===== config.mk =====
export PLATFORM = sky130hd
export DESIGN_NAME = quote_aware_comment_stripper
export DESIGN_NICKNAME = d
export VERILOG_FILES = /design/src/rtl/qacs_pkg.sv /design/src/rtl/qacs_step.sv /design/src/rtl/qacs_out_fifo.sv /design/src/rtl/quote_aware_comment_stripper.sv
export VERILOG_INCLUDE_DIRS = /design/src /design/src/rtl
export SDC_FILE = /design/constraint.sdc
export NUM_CORES = 1
export LEC_CHECK = 0
export BUFFER_PORTS_ARGS = -buffer_cell sky130_fd_sc_hd__buf_2
export CELL_PAD_IN_SITES_DETAIL_PLACEMENT = 1
export CELL_PAD_IN_SITES_GLOBAL_PLACEMENT = 1
export CORE_UTILIZATION = 35
export DETAILED_ROUTE_END_ITERATION = 10
export PLACE_DENSITY_LB_ADDON = 0.1
export RECOVER_POWER = 25
export SLEW_MARGIN = 20
export SYNTH_ARGS = -nofsm -noshare
export SYNTH_HDL_FRONTEND = slang
export SYNTH_SLANG_ARGS = --single-unit

===== constraint.sdc =====
create_clock -name clk -period 8 [get_ports clk]
set_clock_uncertainty 0.05 [all_clocks]
set_input_delay 0.8 -clock clk [delete_from_list [all_inputs] [get_ports clk]]
set_output_delay 0.8 -clock clk [all_outputs]
set_load 0.02 [all_outputs]

===== src/rtl/quote_aware_comment_stripper_assert.svh =====
// assertion macros for the comment stripper
`ifndef QUOTE_AWARE_COMMENT_STRIPPER_ASSERT_SVH
`define QUOTE_AWARE_COMMENT_STRIPPER_ASSERT_SVH

// antecedent implies consequent in the same cycle
`define QACS_ASSERT_NOW(label, ante, cons) \
    label: assert property (@(posedge clk) disable iff (!rst_n) (ante) |-> (cons)) \
        else $error("qacs assertion failed");

// antecedent implies consequent in the following cycle
`define QACS_ASSERT_NEXT(label, ante, cons) \
    label: assert property (@(posedge clk) disable iff (!rst_n) (ante) |=> (cons)) \
        else $error("qacs assertion failed");

`endif


===== src/rtl/qacs_pkg.sv =====
// shared types and constants of the comment stripper
`default_nettype none
package qacs_pkg;

    localparam logic [2:0] MODE_NORMAL     = 3'd0;
    localparam logic [2:0] MODE_SLASH      = 3'd1;
    localparam logic [2:0] MODE_STRING     = 3'd2;
    localparam logic [2:0] MODE_ESCAPE     = 3'd3;
    localparam logic [2:0] MODE_BLOCK      = 3'd4;
    localparam logic [2:0] MODE_BLOCK_STAR = 3'd5;
    localparam logic [2:0] MODE_LINE       = 3'd6;

    localparam logic [7:0] CH_BACKSLASH = 8'h5C;
    localparam logic [7:0] CH_QUOTE     = 8'h22;
    localparam logic [7:0] CH_SLASH     = 8'h2F;
    localparam logic [7:0] CH_STAR      = 8'h2A;
    localparam logic [7:0] CH_NEWLINE   = 8'h0A;

    localparam int FIFO_AW    = 2;
    localparam int FIFO_DEPTH = 1 << FIFO_AW;

    typedef logic [FIFO_AW-1:0] fifo_ptr_t;
    typedef logic [FIFO_AW:0]   fifo_cnt_t;

    typedef struct packed {
        logic [2:0] mode_next;
        logic [1:0] push_cnt;
    } step_ctl_t;

    typedef struct packed {
        fifo_cnt_t count;
        logic      room2;
    } fifo_stat_t;

endpackage
`default_nettype wire


===== src/rtl/qacs_step.sv =====
// one scan step: mode update and up to two kept characters
`default_nettype none
module qacs_step
    import qacs_pkg::*;
#(
    parameter int CHAR_BITS = 16
)(
    input  wire logic [2:0]           mode,
    input  wire logic [CHAR_BITS-1:0] char_in,
    input  wire logic                 last_in,
    output step_ctl_t                 ctl,
    output logic [CHAR_BITS-1:0]      char0,
    output logic [CHAR_BITS-1:0]      char1
);

    logic hi_zero;
    logic is_bs;
    logic is_quote;
    logic is_slash;
    logic is_star;
    logic is_nl;
    logic [CHAR_BITS-1:0] slash_char;

    assign hi_zero    = (char_in >> 8) == '0;
    assign is_bs      = hi_zero && (char_in[7:0] == CH_BACKSLASH);
    assign is_quote   = hi_zero && (char_in[7:0] == CH_QUOTE);
    assign is_slash   = hi_zero && (char_in[7:0] == CH_SLASH);
    assign is_star    = hi_zero && (char_in[7:0] == CH_STAR);
    assign is_nl      = hi_zero && (char_in[7:0] == CH_NEWLINE);
    assign slash_char = CHAR_BITS'(CH_SLASH);

    always_comb
    begin
        logic [2:0] m;
        logic [1:0] n;
        m     = mode;
        n     = 2'd0;
        char0 = char_in;
        char1 = char_in;
        unique case (mode)
            MODE_SLASH:
            begin
                if (is_star)
                begin
                    m = MODE_BLOCK;
                end
                else if (is_slash)
                begin
                    m = MODE_LINE;
                end
                else
                begin
                    char0 = slash_char;
                    n     = 2'd2;
                    m     = is_quote ? MODE_STRING : MODE_NORMAL;
                end
            end
            MODE_STRING:
            begin
                n = 2'd1;
                if (is_bs && !last_in)
                begin
                    m = MODE_ESCAPE;
                end
                else if (is_quote)
                begin
                    m = MODE_NORMAL;
                end
            end
            MODE_ESCAPE:
            begin
                n = 2'd1;
                m = MODE_STRING;
            end
            MODE_BLOCK:
            begin
                if (is_star)
                begin
                    m = MODE_BLOCK_STAR;
                end
            end
            MODE_BLOCK_STAR:
            begin
                if (is_slash)
                begin
                    m = MODE_NORMAL;
                end
                else if (!is_star)
                begin
                    m = MODE_BLOCK;
                end
            end
            MODE_LINE:
            begin
                if (is_nl)
                begin
                    n = 2'd1;
                    m = MODE_NORMAL;
                end
            end
            default:
            begin
                if (is_quote)
                begin
                    n = 2'd1;
                    m = MODE_STRING;
                end
                else if (is_slash && !last_in)
                begin
                    m = MODE_SLASH;
                end
                else
                begin
                    n = 2'd1;
                    m = MODE_NORMAL;
                end
            end
        endcase
        if (last_in)
        begin
            m = MODE_NORMAL;
        end
        ctl.mode_next = m;
        ctl.push_cnt  = n;
    end

endmodule
`default_nettype wire


===== src/rtl/qacs_out_fifo.sv =====
// result queue taking up to two entries per cycle and giving one
`default_nettype none
module qacs_out_fifo
    import qacs_pkg::*;
#(
    parameter int CHAR_BITS = 16
)(
    input  wire logic                 clk,
    input  wire logic                 rst_n,
    input  wire logic [1:0]           push_cnt,
    input  wire logic [CHAR_BITS-1:0] push_char0,
    input  wire logic [CHAR_BITS-1:0] push_char1,
    input  wire logic                 pop,
    output logic                      out_valid,
    output logic [CHAR_BITS-1:0]      out_char,
    output logic                      out_last,
    output fifo_stat_t                stat
);

    logic [CHAR_BITS-1:0] data_reg [FIFO_DEPTH];
    logic                 last_reg [FIFO_DEPTH];
    fifo_ptr_t            head_reg;
    fifo_ptr_t            head_next;
    fifo_ptr_t            tail_reg;
    fifo_ptr_t            tail_next;
    fifo_cnt_t            count_reg;
    fifo_cnt_t            count_next;
    fifo_ptr_t            tail_plus1;
    logic                 do_pop;

    assign do_pop     = pop && (count_reg != '0);
    assign tail_plus1 = tail_reg + fifo_ptr_t'(1);
    assign head_next  = do_pop ? head_reg + fifo_ptr_t'(1) : head_reg;
    assign tail_next  = tail_reg + fifo_ptr_t'(push_cnt);
    assign count_next = count_reg + fifo_cnt_t'(push_cnt) - fifo_cnt_t'(do_pop);

    always_ff @(posedge clk or negedge rst_n)
    begin
        if (!rst_n)
        begin
            head_reg  <= '0;
            tail_reg  <= '0;
            count_reg <= '0;
        end
        else
        begin
            head_reg  <= head_next;
            tail_reg  <= tail_next;
            count_reg <= count_next;
        end
    end

    always_ff @(posedge clk)
    begin
        if (push_cnt == 2'd1)
        begin
            data_reg[tail_reg] <= push_char0;
            last_reg[tail_reg] <= 1'b1;
        end
        else if (push_cnt == 2'd2)
        begin
            data_reg[tail_reg]   <= push_char0;
            last_reg[tail_reg]   <= 1'b0;
            data_reg[tail_plus1] <= push_char1;
            last_reg[tail_plus1] <= 1'b1;
        end
    end

    assign out_valid  = count_reg != '0;
    assign out_char   = data_reg[head_reg];
    assign out_last   = last_reg[head_reg];
    assign stat.count = count_reg;
    assign stat.room2 = count_reg <= fifo_cnt_t'(FIFO_DEPTH - 2);

endmodule
`default_nettype wire


===== src/rtl/quote_aware_comment_stripper.sv =====
// throughput: one input transaction per cycle while the result queue has room
// for two results, else the input stalls; results leave at one per cycle while
// m_axis_tready is high, so an input with two results takes two output transfers
// the mode step sits between the input register and the result queue
// reset: asynchronous active low, clears the input stage, queue and scan mode
`default_nettype none
module quote_aware_comment_stripper
    import qacs_pkg::*;
#(
    parameter int CHAR_BITS = 16
)(
    input  wire logic                                clk,
    input  wire logic                                rst_n,
    input  wire logic                                s_axis_tvalid,
    output logic                                     s_axis_tready,
    input  wire logic [((CHAR_BITS+7)/8)*8-1:0]      s_axis_tdata,  // char_code
    input  wire logic                                s_axis_tlast,  // text_end
    output logic                                     m_axis_tvalid,
    input  wire logic                                m_axis_tready,
    output logic [((CHAR_BITS+7)/8)*8-1:0]           m_axis_tdata,  // out_char
    output logic                                     m_axis_tlast   // run_last
);

    localparam int DATA_W = ((CHAR_BITS + 7) / 8) * 8;

    logic                 in_valid_reg;
    logic                 in_valid_next;
    logic [CHAR_BITS-1:0] in_char_reg;
    logic                 in_last_reg;
    logic [2:0]           mode_reg;
    logic [2:0]           mode_next;
    logic                 fire;
    logic                 in_take;
    step_ctl_t            ctl;
    fifo_stat_t           stat;
    logic [CHAR_BITS-1:0] char0;
    logic [CHAR_BITS-1:0] char1;
    logic [CHAR_BITS-1:0] q_char;

    assign fire          = in_valid_reg && stat.room2;
    assign s_axis_tready = !in_valid_reg || fire;
    assign in_take       = s_axis_tvalid && s_axis_tready;
    assign in_valid_next = in_take ? 1'b1 : (fire ? 1'b0 : in_valid_reg);
    assign mode_next     = fire ? ctl.mode_next : mode_reg;

    always_ff @(posedge clk or negedge rst_n)
    begin
        if (!rst_n)
        begin
            in_valid_reg <= 1'b0;
            mode_reg     <= MODE_NORMAL;
        end
        else
        begin
            in_valid_reg <= in_valid_next;
            mode_reg     <= mode_next;
        end
    end

    always_ff @(posedge clk)
    begin
        if (in_take)
        begin
            in_char_reg <= s_axis_tdata[CHAR_BITS-1:0];
            in_last_reg <= s_axis_tlast;
        end
    end

    qacs_step #(
        .CHAR_BITS(CHAR_BITS)
    ) u_step (
        .mode    (mode_reg),
        .char_in (in_char_reg),
        .last_in (in_last_reg),
        .ctl     (ctl),
        .char0   (char0),
        .char1   (char1)
    );

    qacs_out_fifo #(
        .CHAR_BITS(CHAR_BITS)
    ) u_fifo (
        .clk        (clk),
        .rst_n      (rst_n),
        .push_cnt   (fire ? ctl.push_cnt : 2'd0),
        .push_char0 (char0),
        .push_char1 (char1),
        .pop        (m_axis_tready),
        .out_valid  (m_axis_tvalid),
        .out_char   (q_char),
        .out_last   (m_axis_tlast),
        .stat       (stat)
    );

    assign m_axis_tdata = DATA_W'(q_char);

`include "quote_aware_comment_stripper_assert.svh"

    `QACS_ASSERT_NOW(a_queue_bound, 1'b1, stat.count <= (FIFO_AW+1)'(FIFO_DEPTH))
    `QACS_ASSERT_NEXT(a_end_resets_mode, fire && in_last_reg, mode_reg == MODE_NORMAL)
    `QACS_ASSERT_NOW(a_held_slash_no_push, fire && (ctl.mode_next == MODE_SLASH), ctl.push_cnt == 2'd0)
    `QACS_ASSERT_NEXT(a_stall_keeps_item, in_valid_reg && !stat.room2, in_valid_reg)

endmodule
`default_nettype wire

=== After elaboration in Yosys (flattened, before gate mapping) ===
Memory sizes are Yosys's and may differ from the RTL's.
Index checks and enable logic that the tools add are counted.

* $add $sub $neg: 5
* Reductions and logical operators: 19
* Mux-type cells: 32
* Equality and inequality tests: 17
* Magnitude comparators: 1
* Div/mod/pow operators: 0
* Shift operators: 0
* Bitwise operators: 2
* Multipliers: 0

{| class="wikitable"
|+ Operators by type and width
! kind !! count
|-
| 2-to-1 mux 16 bit || 4
|-
| 2-to-1 mux 3 bit || 10
|-
| == test 8 x 6 -> 1 bit, second input constant || 3
|-
| case mux 3 bit (6 select lines) || 1
|-
| zero test 16 bit || 1
|-
| 2-to-1 mux 1 bit || 11
|-
| logical AND 1 bit || 10
|-
| 2-to-1 mux 2 bit || 5
|-
| == test 3 bit, second input constant || 3
|-
| == test 8 x 4 -> 1 bit, second input constant || 1
|-
| == test 8 x 7 -> 1 bit, second input constant || 1
|-
| case mux 2 bit (4 select lines) || 1
|-
| == test 3 x 2 -> 1 bit, second input constant || 2
|-
| inequality test 3 x 2 -> 1 bit, second input constant || 2
|-
| AND reduction 5 bit || 1
|-
| adder 2 x 1 -> 2 bit, second input constant || 2
|-
| inequality test 4 x 2 -> 1 bit, second input constant || 1
|-
| inequality test 4 x 3 -> 1 bit, second input constant || 1
|-
| OR reduction 2 bit || 2
|-
| adder 3 x 2 -> 3 bit || 1
|-
| == test 3 x 1 -> 1 bit, second input constant || 1
|-
| less-or-equal comparator 3 x 2 -> 1 bit, second input constant || 1
|-
| nonzero test 3 bit || 1
|-
| subtractor 3 x 1 -> 3 bit || 1
|-
| other kinds (7) || 9
|}

* Output and inout port bits: 19
* Bits in writable memories: 68
* Bits of input ports: 21
* Memories: 2
* Flip-flop bits (word level): 28
* Latch bits: 0
* Memory bits (read-only): 0
* Word-level logic and storage cells: 85

{| class="wikitable"
|+ Memories
! name !! words !! width !! read ports !! clocked after memory_dff !! write ports !! line !! RTL
|-
| u_fifo.data_reg || 4 || 16 || 1 || 0 || 2 || qacs_out_fifo.sv:20 || <nowiki>logic [CHAR_BITS-1:0] data_reg [FIFO_DEPTH];</nowiki>
|-
| u_fifo.last_reg || 4 || 1 || 1 || 0 || 2 || qacs_out_fifo.sv:21 || <nowiki>logic last_reg [FIFO_DEPTH];</nowiki>
|}

=== Logic depth before layout (Yosys ltp) ===
Gate-level depths: netlist of the first run.

* Depth after elaboration: 12
* Gate-level depth with buffers: 14
* Depth with buffers taken out: 13

=== By module ===
A second synthesis of the first run with hierarchy kept.

* Cell total of the unflattened synthesis: 334
* Area total of the unflattened synthesis: 5054.8 um^2

{| class="wikitable"
|+ Modules (own cells, without submodules)
! module !! area each (um^2) !! instances !! cells an instance
|-
| qacs_out_fifo || 3787.4 || 1 || 219
|-
| quote_aware_comment_stripper || 693.2 || 1 || 30
|-
| qacs_step || 574.3 || 1 || 85
|}

=== Worst setup path after synthesis of the first run ===
Ideal clock, no wire load.

* Path type: reg-to-reg
* From: register in_char_reg[15]
* To: memory u_fifo.data_reg[0][0], enable pin
* Stages on the path, launching flop included: 11
* Slack: 3.883 ns
* Data arrival time: 3.653 ns
* Library setup time: 0.414 ns
* Required time: 7.536 ns
* Cell sequence: edfxtp_1 or4_4 buf_6 nor4_4 nand3_1 and3_1 nand2_1 inv_1 ha_1 clkbuf_1 o31ai_1

{| class="wikitable"
|+ RTL lines
! what !! line !! RTL
|-
| start: declaration || quote_aware_comment_stripper.sv:28 || <nowiki>logic [CHAR_BITS-1:0] in_char_reg;</nowiki>
|-
| start signal: assignment || quote_aware_comment_stripper.sv:64 || <nowiki>in_char_reg <= s_axis_tdata[CHAR_BITS-1:0];</nowiki>
|-
| end: declaration || qacs_out_fifo.sv:20 ||
|}

==> results.py, run 1 <==
metrics = {
    "critical_path": {
        "crit_type": "register to register",
        "arrival_ps": 3870,
        "slowest_delay_ps": 700,
        "end_kind": "register",
        "cp-start-kind": "register",
        "critical-path-slowest-cell": "or4_1",
        "crit_path_max_fanout": 16,
        "path_cells": "or4_1 -> nor4_4 -> nand3_1 -> and3_1 -> nand2_1 -> inv_1 -> ha_1 -> a21oi_1 -> and2_1",
        "cp.required_ps": 7920,
    },
    "finish": {
        "largest_reg_flops": 64,
        "nets": 383,
        "final-instance-count-excl-fill": 529,
        "areaGrowthSynthToFinish_pct": 13.9,
        "n_antenna_cell": 0,
        "drive_above_1_share_pct": 21.6,
    },
    "synthesis": {
        "synth_xor_area_share_pct": 1.57,
        "synth_top_family_by_area": "simple AND/OR/NAND/NOR gates",
        "yosys.area_share.simple_pct": 17.7,
        "synthCells": 322,
        "yosysTopAreaCell": "edfxtp_1",
        "synth-compound-area-share_pct": 5.00,
        "ys_top_cells_by_count": "edfxtp_1, and2_1, nand2b_1",
        "ys_ff_latch": 96,
        "yosysMostFrequentCell": "edfxtp_1",
        "syn_area_sq_mm": 0.00448,
        "synthArstFlopShare_pct": 11.5,
        "ys_types": 50,
        "synthFlopType": "edfxtp_1",
        "avgSynthCellArea_sq_um": 13.9,
        "synth_fa_ha_area_share_pct": 1.85,
        "syn-num-nets": 349,
        "synth-edff-count": 81,
        "synthTopCellsByArea": "edfxtp_1, mux4_2, dfrtp_1",
        "yosysTopAreaCellShare_pct": 54.3,
        "yosys_warnings": 0,
        "seq_area_frac_synth_pct": 62.3,
        "synth.mux.area_fraction_pct": 9.00,
    },
    "clocking": {
        "cts_resized": 0,
        "clock_latency_ps": 340,
        "cts-hold-fix-buffers": 0,
        "numCtsBuffers": 9,
        "clock_path_buffers": 2,
        "root_buffer": "clkbuf_16",
        "cts.sinks": 96,
        "cts_setup_buffers": 0,
        "cts_tree": "yes",
        "cts.clk_slew.worst_paths_ps": 70,
        "htreeDepth": 3,
    },
    "timing": {
        "slew_headroom_pct": 6.33,
        "setup_viol": 0,
        "hold_viol_final": 0,
        "finalMaxSlewViolations": 0,
        "rsz0062_at_grt": "false",
        "fmax_ghz": 0.253,
        "period_needed_ps": 3950,
        "worst_pin_slew_ps": 1400,
        "period_share_pct": 49.4,
        "tns_ps": 0,
    },
    "grt": {
        "grt_usage_pct": 16.4,
        "grt_pass1_vias": 2821,
        "antenna_found_initial": 0,
        "grt.overflow.total": 0,
        "grt_pass1_wl_microns": 15600,
        "grt_max_degree": 19,
    },
    "floorplan": {
        "boundaryPins": 40,
        "fp.dieW_microns": 115,
        "start_util_pct": 36.5,
        "placeableCoreArea_sq_mm": 0.0123,
        "fp.dieH_microns": 115,
        "die_area_sq_mm": 0.0132,
        "num_rows": 40,
    },
    "route": {
        "wl_microns": 9860,
        "route.vias.total": 2653,
        "final_antenna_net_count": 0,
        "viasPerCell": 5.02,
        "drc": 0,
        "wl_per_cell_microns": 18.6,
        "drt_iter0_markers": 142,
        "dr.pass1.iters": 4,
    },
    "power": {
        "p_per_area_mw_per_mm2": 360,
        "leakagePower_nw": 1.80,
        "ir_drop_mv": 0.155,
    },
    "placed_design": {
        "place_inst": 513,
        "gp_congestion": 0.822,
        "io_buffers": 39,
        "place_hpwl_microns": 6470,
    },
    "status": {
        "status": "finished, final reports clean",
    },
    "run": {
        "maxCapViolations": 0,
    },
    "hold_path": {
        "hold_class": "input port to asynchronous set/reset pin",
    },
}
-- path summary, 6_finish.rpt --
path | startpoint | slack, ps | cells after the start | endpoint
setup / recovery | in_char_reg[11] | 4050 | 9 | u_fifo.data_reg[3][1]
hold / removal | rst_n | 390 | 1 | u_fifo.count_reg[2]
setup reg to reg | in_char_reg[11] | 4050 | 9 | u_fifo.data_reg[3][1]
hold reg to reg | u_fifo.count_reg[2] | 440 | 1 | u_fifo.count_reg[2]
max in group asynchronous | rst_n | 7120 | 1 | u_fifo.head_reg[1]
min in group clk | u_fifo.count_reg[2] | 440 | 1 | u_fifo.count_reg[2]
-- power by group --
part / switching, W / internal (W)
Sequential: 0.000126 / 0.000725
Clock: 0.000184 / 0.000209
Combinational: 0.000324 / 0.000264
Total: 0.000634 / 0.00120
-- per-stage QoR --
stage	area, sq um	worst slack (ps)	hold WS, ps	utilization [%]	total power [W]
after floorplan	4480	3880	410	-	0.00126
after global placement	4830	4080	433	39.4	0.00146
after detailed placement	4830	4010	430	39.4	0.00147
after CTS	5100	4000	267	41.6	0.00187
after global routing	5100	3790	434	41.6	0.00195
final	5100	4050	387	41.6	0.00183
-- cell usage in the layout (no fill, tap or decap), drive strengths merged, types with 4 or more instances in the layout --
cell | netlist | final
nand2 | 14 | 14
ha | 5 | 5
and2 | 38 | 38
nand2b | 20 | 20
dfxtp | 4 | 4
xor2 | 4 | 4
edfxtp | 81 | 81
o21ai | 9 | 9
or2 | 5 | 5
a21oi | 12 | 12
inv | 8 | 9
nor2 | 10 | 10
mux4 | 17 | 17
xnor2 | 4 | 4
nor2b | 12 | 12
dfrtp | 11 | 11
nand3 | 4 | 4
or4 | 4 | 4
nor4 | 4 | 4
clkinv | 0 | 5
clkbuf | 16 | 13
buf | 4 | 40
-- final cells by class --
class | instances | area [sq um]
repair buffers | 43 | 221
clock buffers | 10 | 229
fillers | 1279 | 7160
multi-input cells | 198 | 1590
flip-flops and latches | 96 | 2790
well taps | 168 | 210
inverters | 8 | 30.0
clock inverters | 6 | 35.0
-- cells by family after synthesis --
family	after synthesis
simple gates	129
flops	96
compound gates	36
buf+inv	28
mux	19
xor+xnor	8
fa+ha+maj	6
-- metal layers --
metal,vias to the layer above,wire length (microns),GRT usage (%)
li1,1256,-,-
met1,1337,4530,21.5
met2,48,4900,27.6
met3,12,285,2.53
met4,0,148,6.23
met5,-,0,0
-- worst max-delay path: cells and delay by family, from the launching register on --
kind            cells  cell delay, ps
fa+ha+maj           1             430
flops               1             430
buf+inv             1              70
simple gates        6            2380
compound gates      1             220
No activity file was read; power rests on OpenSTA's default activity.
==> inputs of run 2 (changes only) <==
Clock period 8 ns to 3.4 ns, I/O delays scaled along.
==> results.py, run 2 (synthesis gave the netlist of run 1 again) <==
metrics = {
    "status": {
        "status": "finished, final reports clean",
    },
    "finish": {
        "final_area_sq_mm": 0.00546,
        "areaGrowthSynthToFinish_pct": 22.1,
        "drive_above_1_share_pct": 28.2,
        "nets": 412,
        "fillers": 1273,
        "final_cell_mix": "edfxtp_1, buf_2, and2_1",
        "regArea_sq_mm": 0.00279,
        "multi_input_area_sq_mm": 0.00162,
        "n_antenna_cell": 0,
        "largest_reg_flops": 64,
        "mostFrequentLayoutCell": "edfxtp_1",
    },
    "critical_path": {
        "crit_path_max_fanout": 5,
        "end_kind": "register",
        "cp.required_ps": 3580,
        "cp-start-kind": "register",
        "path_cells": "or4_4 -> nor4b_1 -> nand4_1 -> nand2_1 -> a21oi_1 -> o21ai_1 -> ha_1 -> inv_1 -> ha_1 -> inv_1 -> fa_1 -> xor2_1 -> xnor2_1",
        "slowest_delay_ps": 590,
        "arrival_ps": 3420,
        "critical-path-slowest-cell": "or4_4",
        "cp_top_family": "simple AND/OR/NAND/NOR gates",
        "crit_type": "register to register",
        "r2r_slack_ps": 160,
        "crit_buf_inv": 2,
    },
    "route": {
        "viasPerCell": 4.93,
        "wl_microns": 9850,
        "drc": 0,
        "drt_iter0_markers": 113,
        "route.vias.total": 2752,
        "dr.pass1.iters": 4,
        "wl_per_cell_microns": 17.6,
        "final_antenna_net_count": 0,
    },
    "floorplan": {
        "fp.dieW_microns": 115,
        "placeableCoreArea_sq_mm": 0.0123,
        "num_rows": 40,
        "fp.dieH_microns": 115,
        "boundaryPins": 40,
        "die_area_sq_mm": 0.0132,
        "start_util_pct": 36.5,
    },
    "placed_design": {
        "io_buffers": 39,
        "place_hpwl_microns": 6830,
        "gp_congestion": 0.823,
        "pre_cts_ws_ps": 34.3,
        "dpl-instance-area_sq_mm": 0.00513,
    },
    "timing": {
        "holdWs_ps": 113,
        "worst_pin_slew_ps": 1230,
        "period_share_pct": 95.3,
        "setup_viol": 0,
        "hold_viol_final": 0,
        "finalMaxSlewViolations": 0,
        "fmax_ghz": 0.309,
        "period_needed_ps": 3240,
        "fin_ws_ps": 161,
        "slew_headroom_pct": 18.1,
        "tns_ps": 0,
    },
    "power": {
        "p_total_w": 0.00458,
        "leakagePower_nw": 1.99,
        "ir_drop_mv": 0.321,
        "power_frac_seq_pct": 42.0,
        "pwr-share-comb_pct": 35.8,
        "p_per_area_mw_per_mm2": 838,
        "p_int_w": 0.00303,
        "clkPwrFrac_pct": 22.2,
        "netSwitchingPower_w": 0.00155,
        "switching_share_pct": 33.8,
    },
    "grt": {
        "grt_max_degree": 18,
        "grt_usage_pct": 16.7,
        "grt_pass1_vias": 2791,
        "grt.overflow.total": 0,
        "grt_pass1_wl_microns": 15900,
        "antenna_found_initial": 0,
    },
    "clocking": {
        "clock_path_buffers": 2,
        "cts_tree": "yes",
        "clock_latency_ps": 350,
        "cts.sinks": 96,
        "cts.clk_slew.worst_paths_ps": 70,
        "htreeDepth": 3,
        "root_buffer": "clkbuf_16",
        "numCtsBuffers": 9,
    },
    "run": {
        "maxCapViolations": 0,
    },
    "hold_path": {
        "hold_class": "input port to register",
    },
}
run 2: final timing paths:
| path | start | end | cells past startpoint |
|---|---|---|---|
| max in group asynchronous | rst_n | u_fifo.head_reg[1] | 2 |
| max reg2reg | in_char_reg[10] | u_fifo.count_reg[2] | 13 |
| min reg2reg | u_fifo.count_reg[2] | u_fifo.count_reg[2] | 1 |
| min in group asynchronous | rst_n | u_fifo.head_reg[0] | 2 |
| min | s_axis_tdata[6] | in_char_reg[6] | 1 |
| max | in_char_reg[10] | u_fifo.count_reg[2] | 13 |
run 2: stage by stage:
stage          std cells  util [%]
6_report             558      44.6
5_1_grt              558      44.6
4_1_cts              555      44.4
3_5_place_dp         538      41.8
3_3_place_gp         538      41.8
2_1_floorplan        322         -
run 2: per-layer routing:
metal / track usage, % / wire [microns] / vias to the layer above
li1: - / - / 1320
met1: 22.6 / 4750 / 1376
met2: 26.2 / 4660 / 45
met3: 3.22 / 266 / 11
met4: 7.27 / 176 / 0
met5: 0 / 0 / -
run 2: power groups by stage:
| stage | combinational [W] | sequential [W] | clock [W] |
|---|---|---|---|
| detailed placement | 0.00167 | 0.00196 | 0 |
| global route | 0.00181 | 0.00197 | 0.00109 |
| CTS | 0.00168 | 0.00193 | 0.00105 |
| global placement | 0.00164 | 0.00194 | 0 |
| finish | 0.00164 | 0.00192 | 0.00102 |
| floorplan | 0.00117 | 0.00181 | 0 |
run 2: area by class of cell:
class / count / share of cell area (%)
multi-input cells: 198 / 29.6
well taps: 168 / 3.85
clock buffers: 10 / 4.19
flip-flops and latches: 96 / 51.0
inverters: 8 / 0.550
repair buffers: 72 / 9.62
clock inverters: 6 / 1.19
run 2: what timing repair did:
action,in CTS,in global routing
buffers inserted,0,3
endpoints found under the setup margin,1,74
hold buffers,1,0
endpoints found under the hold margin,11,0
gates resized for setup,2,2
pin swaps,0,1
==> inputs of run 3 (changes only) <==
Settings changed: SYNTH_HIERARCHICAL set to 1.
==> results.py, run 3 <==
metrics = {
    "timing": {
        "hold_viol_final": 0,
        "tns_ps": 0,
        "fmax_ghz": 0.308,
        "rsz0062_at_grt": "false",
        "slew_headroom_pct": 26.3,
        "worst_pin_slew_ps": 1100,
        "period_share_pct": 95.5,
        "finalMaxSlewViolations": 0,
        "period_needed_ps": 3250,
        "setup_viol": 0,
    },
    "power": {
        "ir_drop_mv": 0.246,
        "p_total_w": 0.00442,
        "p_per_area_mw_per_mm2": 748,
        "leakagePower_nw": 2.16,
    },
    "synthesis": {
        "ys_top_cells_by_count": "edfxtp_1, mux2_2, buf_4",
        "yosysMostFrequentCell": "edfxtp_1",
        "avgSynthCellArea_sq_um": 15.1,
        "yosysTopAreaCellShare_pct": 48.1,
        "synthTopCellsByArea": "edfxtp_1, mux2_2, mux4_2",
        "synthCells": 334,
        "ys_types": 59,
        "syn_area_sq_mm": 0.00505,
        "syn-num-nets": 361,
        "synthArstFlopShare_pct": 11.5,
        "ys_ff_latch": 96,
        "synthFlopType": "edfxtp_1",
        "seq_area_frac_synth_pct": 55.1,
        "yosys_warnings": 6,
        "yosysTopAreaCell": "edfxtp_1",
        "synth-edff-count": 81,
    },
    "critical_path": {
        "cp.required_ps": 3450,
        "cp-start-kind": "register",
        "slowest_delay_ps": 590,
        "crit_path_frequent_cell": "nor3b_4",
        "path_cells": "or4_4 -> nor4_4 -> nor3b_4 -> o21ba_1 -> o221ai_1 -> and3_1 -> inv_1 -> ha_4 -> nor3b_4 -> buf_4 -> clkbuf_16 -> mux2_2",
        "crit_type": "register to register",
        "arrival_ps": 3300,
        "r2r_slack_ps": 150,
        "end_kind": "register",
        "critical-path-slowest-cell": "or4_4",
        "crit_path_max_fanout": 8,
    },
    "floorplan": {
        "fp.dieW_microns": 122,
        "boundaryPins": 40,
        "fp.dieH_microns": 122,
        "placeableCoreArea_sq_mm": 0.0140,
        "die_area_sq_mm": 0.0149,
        "start_util_pct": 36.1,
        "num_rows": 43,
    },
    "grt": {
        "grt.overflow.total": 0,
        "antenna_found_initial": 0,
        "grt_usage_pct": 16.1,
        "grt_pass1_wl_microns": 17400,
        "grt_pass1_vias": 3140,
        "grt_max_degree": 19,
    },
    "hold_path": {
        "hold_class": "input port to register",
    },
    "finish": {
        "regArea_sq_mm": 0.00279,
        "final-instance-count-excl-fill": 572,
        "drive_above_1_share_pct": 49.7,
        "nets": 414,
        "n_antenna_cell": 0,
        "multi_input_area_sq_mm": 0.00203,
        "largest_reg_flops": 64,
        "fillers": 1446,
        "final_cell_mix": "edfxtp_1, mux2_2, buf_2",
        "areaGrowthSynthToFinish_pct": 17.1,
        "mostFrequentLayoutCell": "edfxtp_1",
    },
    "status": {
        "status": "finished, final reports clean",
    },
    "clocking": {
        "cts.sinks": 96,
        "htreeDepth": 3,
        "cts.clk_slew.worst_paths_ps": 70,
        "cts_tree": "yes",
        "root_buffer": "clkbuf_16",
        "clock_path_buffers": 2,
        "numCtsBuffers": 9,
        "clock_latency_ps": 350,
    },
    "route": {
        "route.vias.total": 2901,
        "dr.pass1.iters": 4,
        "wl_per_cell_microns": 19.2,
        "viasPerCell": 5.07,
        "drc": 0,
        "wl_microns": 11000,
        "drt_iter0_markers": 130,
        "final_antenna_net_count": 0,
    },
    "placed_design": {
        "gp_congestion": 0.762,
        "place_hpwl_microns": 7410,
        "place_inst": 550,
        "io_buffers": 39,
    },
    "run": {
        "maxCapViolations": 0,
    },
}
-- run 3: cell types whose count changed in the layout (fill, tap and decap cells not counted), sizes merged, moves of 12 or more --
cell	delta
mux2	+67
and2	-26
nand2b	-12
nor2b	-12
-- run 3: cell type report --
| type | instances | area share (%) |
|---|---|---|
| clock buffers | 11 | 3.93 |
| clock inverters | 5 | 0.719 |
| inverters | 10 | 0.634 |
| multi-input cells | 194 | 34.3 |
| flip-flops and latches | 96 | 47.1 |
| well taps | 180 | 3.81 |
| repair buffers | 76 | 9.47 |
-- run 3: path summary, 6_finish.rpt --
check | from | to | cells past startpoint
max in group asynchronous | rst_n | u_fifo/tail_reg[0] | 2
worst max register to register | in_char_reg[11] | u_fifo/data_reg[1][11] | 12
worst min register to register | u_fifo/last_reg[0] | u_fifo/last_reg[0] | 1
worst min-delay path | s_axis_tdata[0] | in_char_reg[0] | 1
min in group asynchronous | rst_n | u_fifo/head_reg[1] | 2
worst max-delay path | in_char_reg[11] | u_fifo/data_reg[1][11] | 12
-- run 3: what timing repair did --
| item | in CTS | in global routing |
|---|---|---|
| buffers inserted | 1 | 3 |
| hold endpoints to repair | 11 | 0 |
| resized for setup | 1 | 4 |
| setup endpoints to repair | 15 | 96 |
| hold buffers | 1 | 0 |
| cloned | 0 | 1 |
-- run 3: power breakdown --
part | leakage [nW] | internal [W] | switching (W)
registers | 0.910 | 0.00163 | 0.000254
clock network | 0.130 | 0.000503 | 0.000444
logic | 1.12 | 0.000781 | 0.000809
-- run 3: kinds of logic (layout without fill, tap and decap cells) --
kind of cell,Yosys count,after routing,synth area share [%]
AOI/OAI and AO/OA,29,29,4.28
buffers and inverters,44,102,5.42
adders and majority gates,6,6,1.63
muxes,84,84,22.7
xor gates and xnor gates,6,6,1.04
and+or+nand+nor,69,69,9.75
DFF,96,96,55.1
-- run 3: through the flow --
stage | utilization [%] | setup WS, ps | area (sq um) | hold slack, ps
5_1_grt | 42.3 | 32.6 | 5920 | 98.1
3_5_place_dp | 39.9 | 12.8 | 5580 | 184
3_3_place_gp | 39.9 | 112 | 5580 | 181
2_1_floorplan | - | -118 | 5070 | -5.59
4_1_cts | 42.0 | 52.6 | 5880 | 100
6_report | 42.3 | 154 | 5920 | 114
-- run 3: per-layer routing --
metal / track usage, % / up-vias / part of all wire (%)
li1: - / 1395 / -
met1: 21.3 / 1448 / 47
met2: 26.6 / 46 / 49
met3: 2.62 / 12 / 2.6
met4: 6.17 / 0 / 1.6
met5: 0 / - / 0
-- run 3: worst max-delay path, delay by kind of cell, from the launching register on --
| kind | cells | cell delay [ps] |
|---|---|---|
| compound gates | 2 | 250 |
| fa+ha+maj | 1 | 170 |
| buf+inv | 3 | 430 |
| flops | 1 | 380 |
| mux | 1 | 330 |
| simple gates | 5 | 1390 |
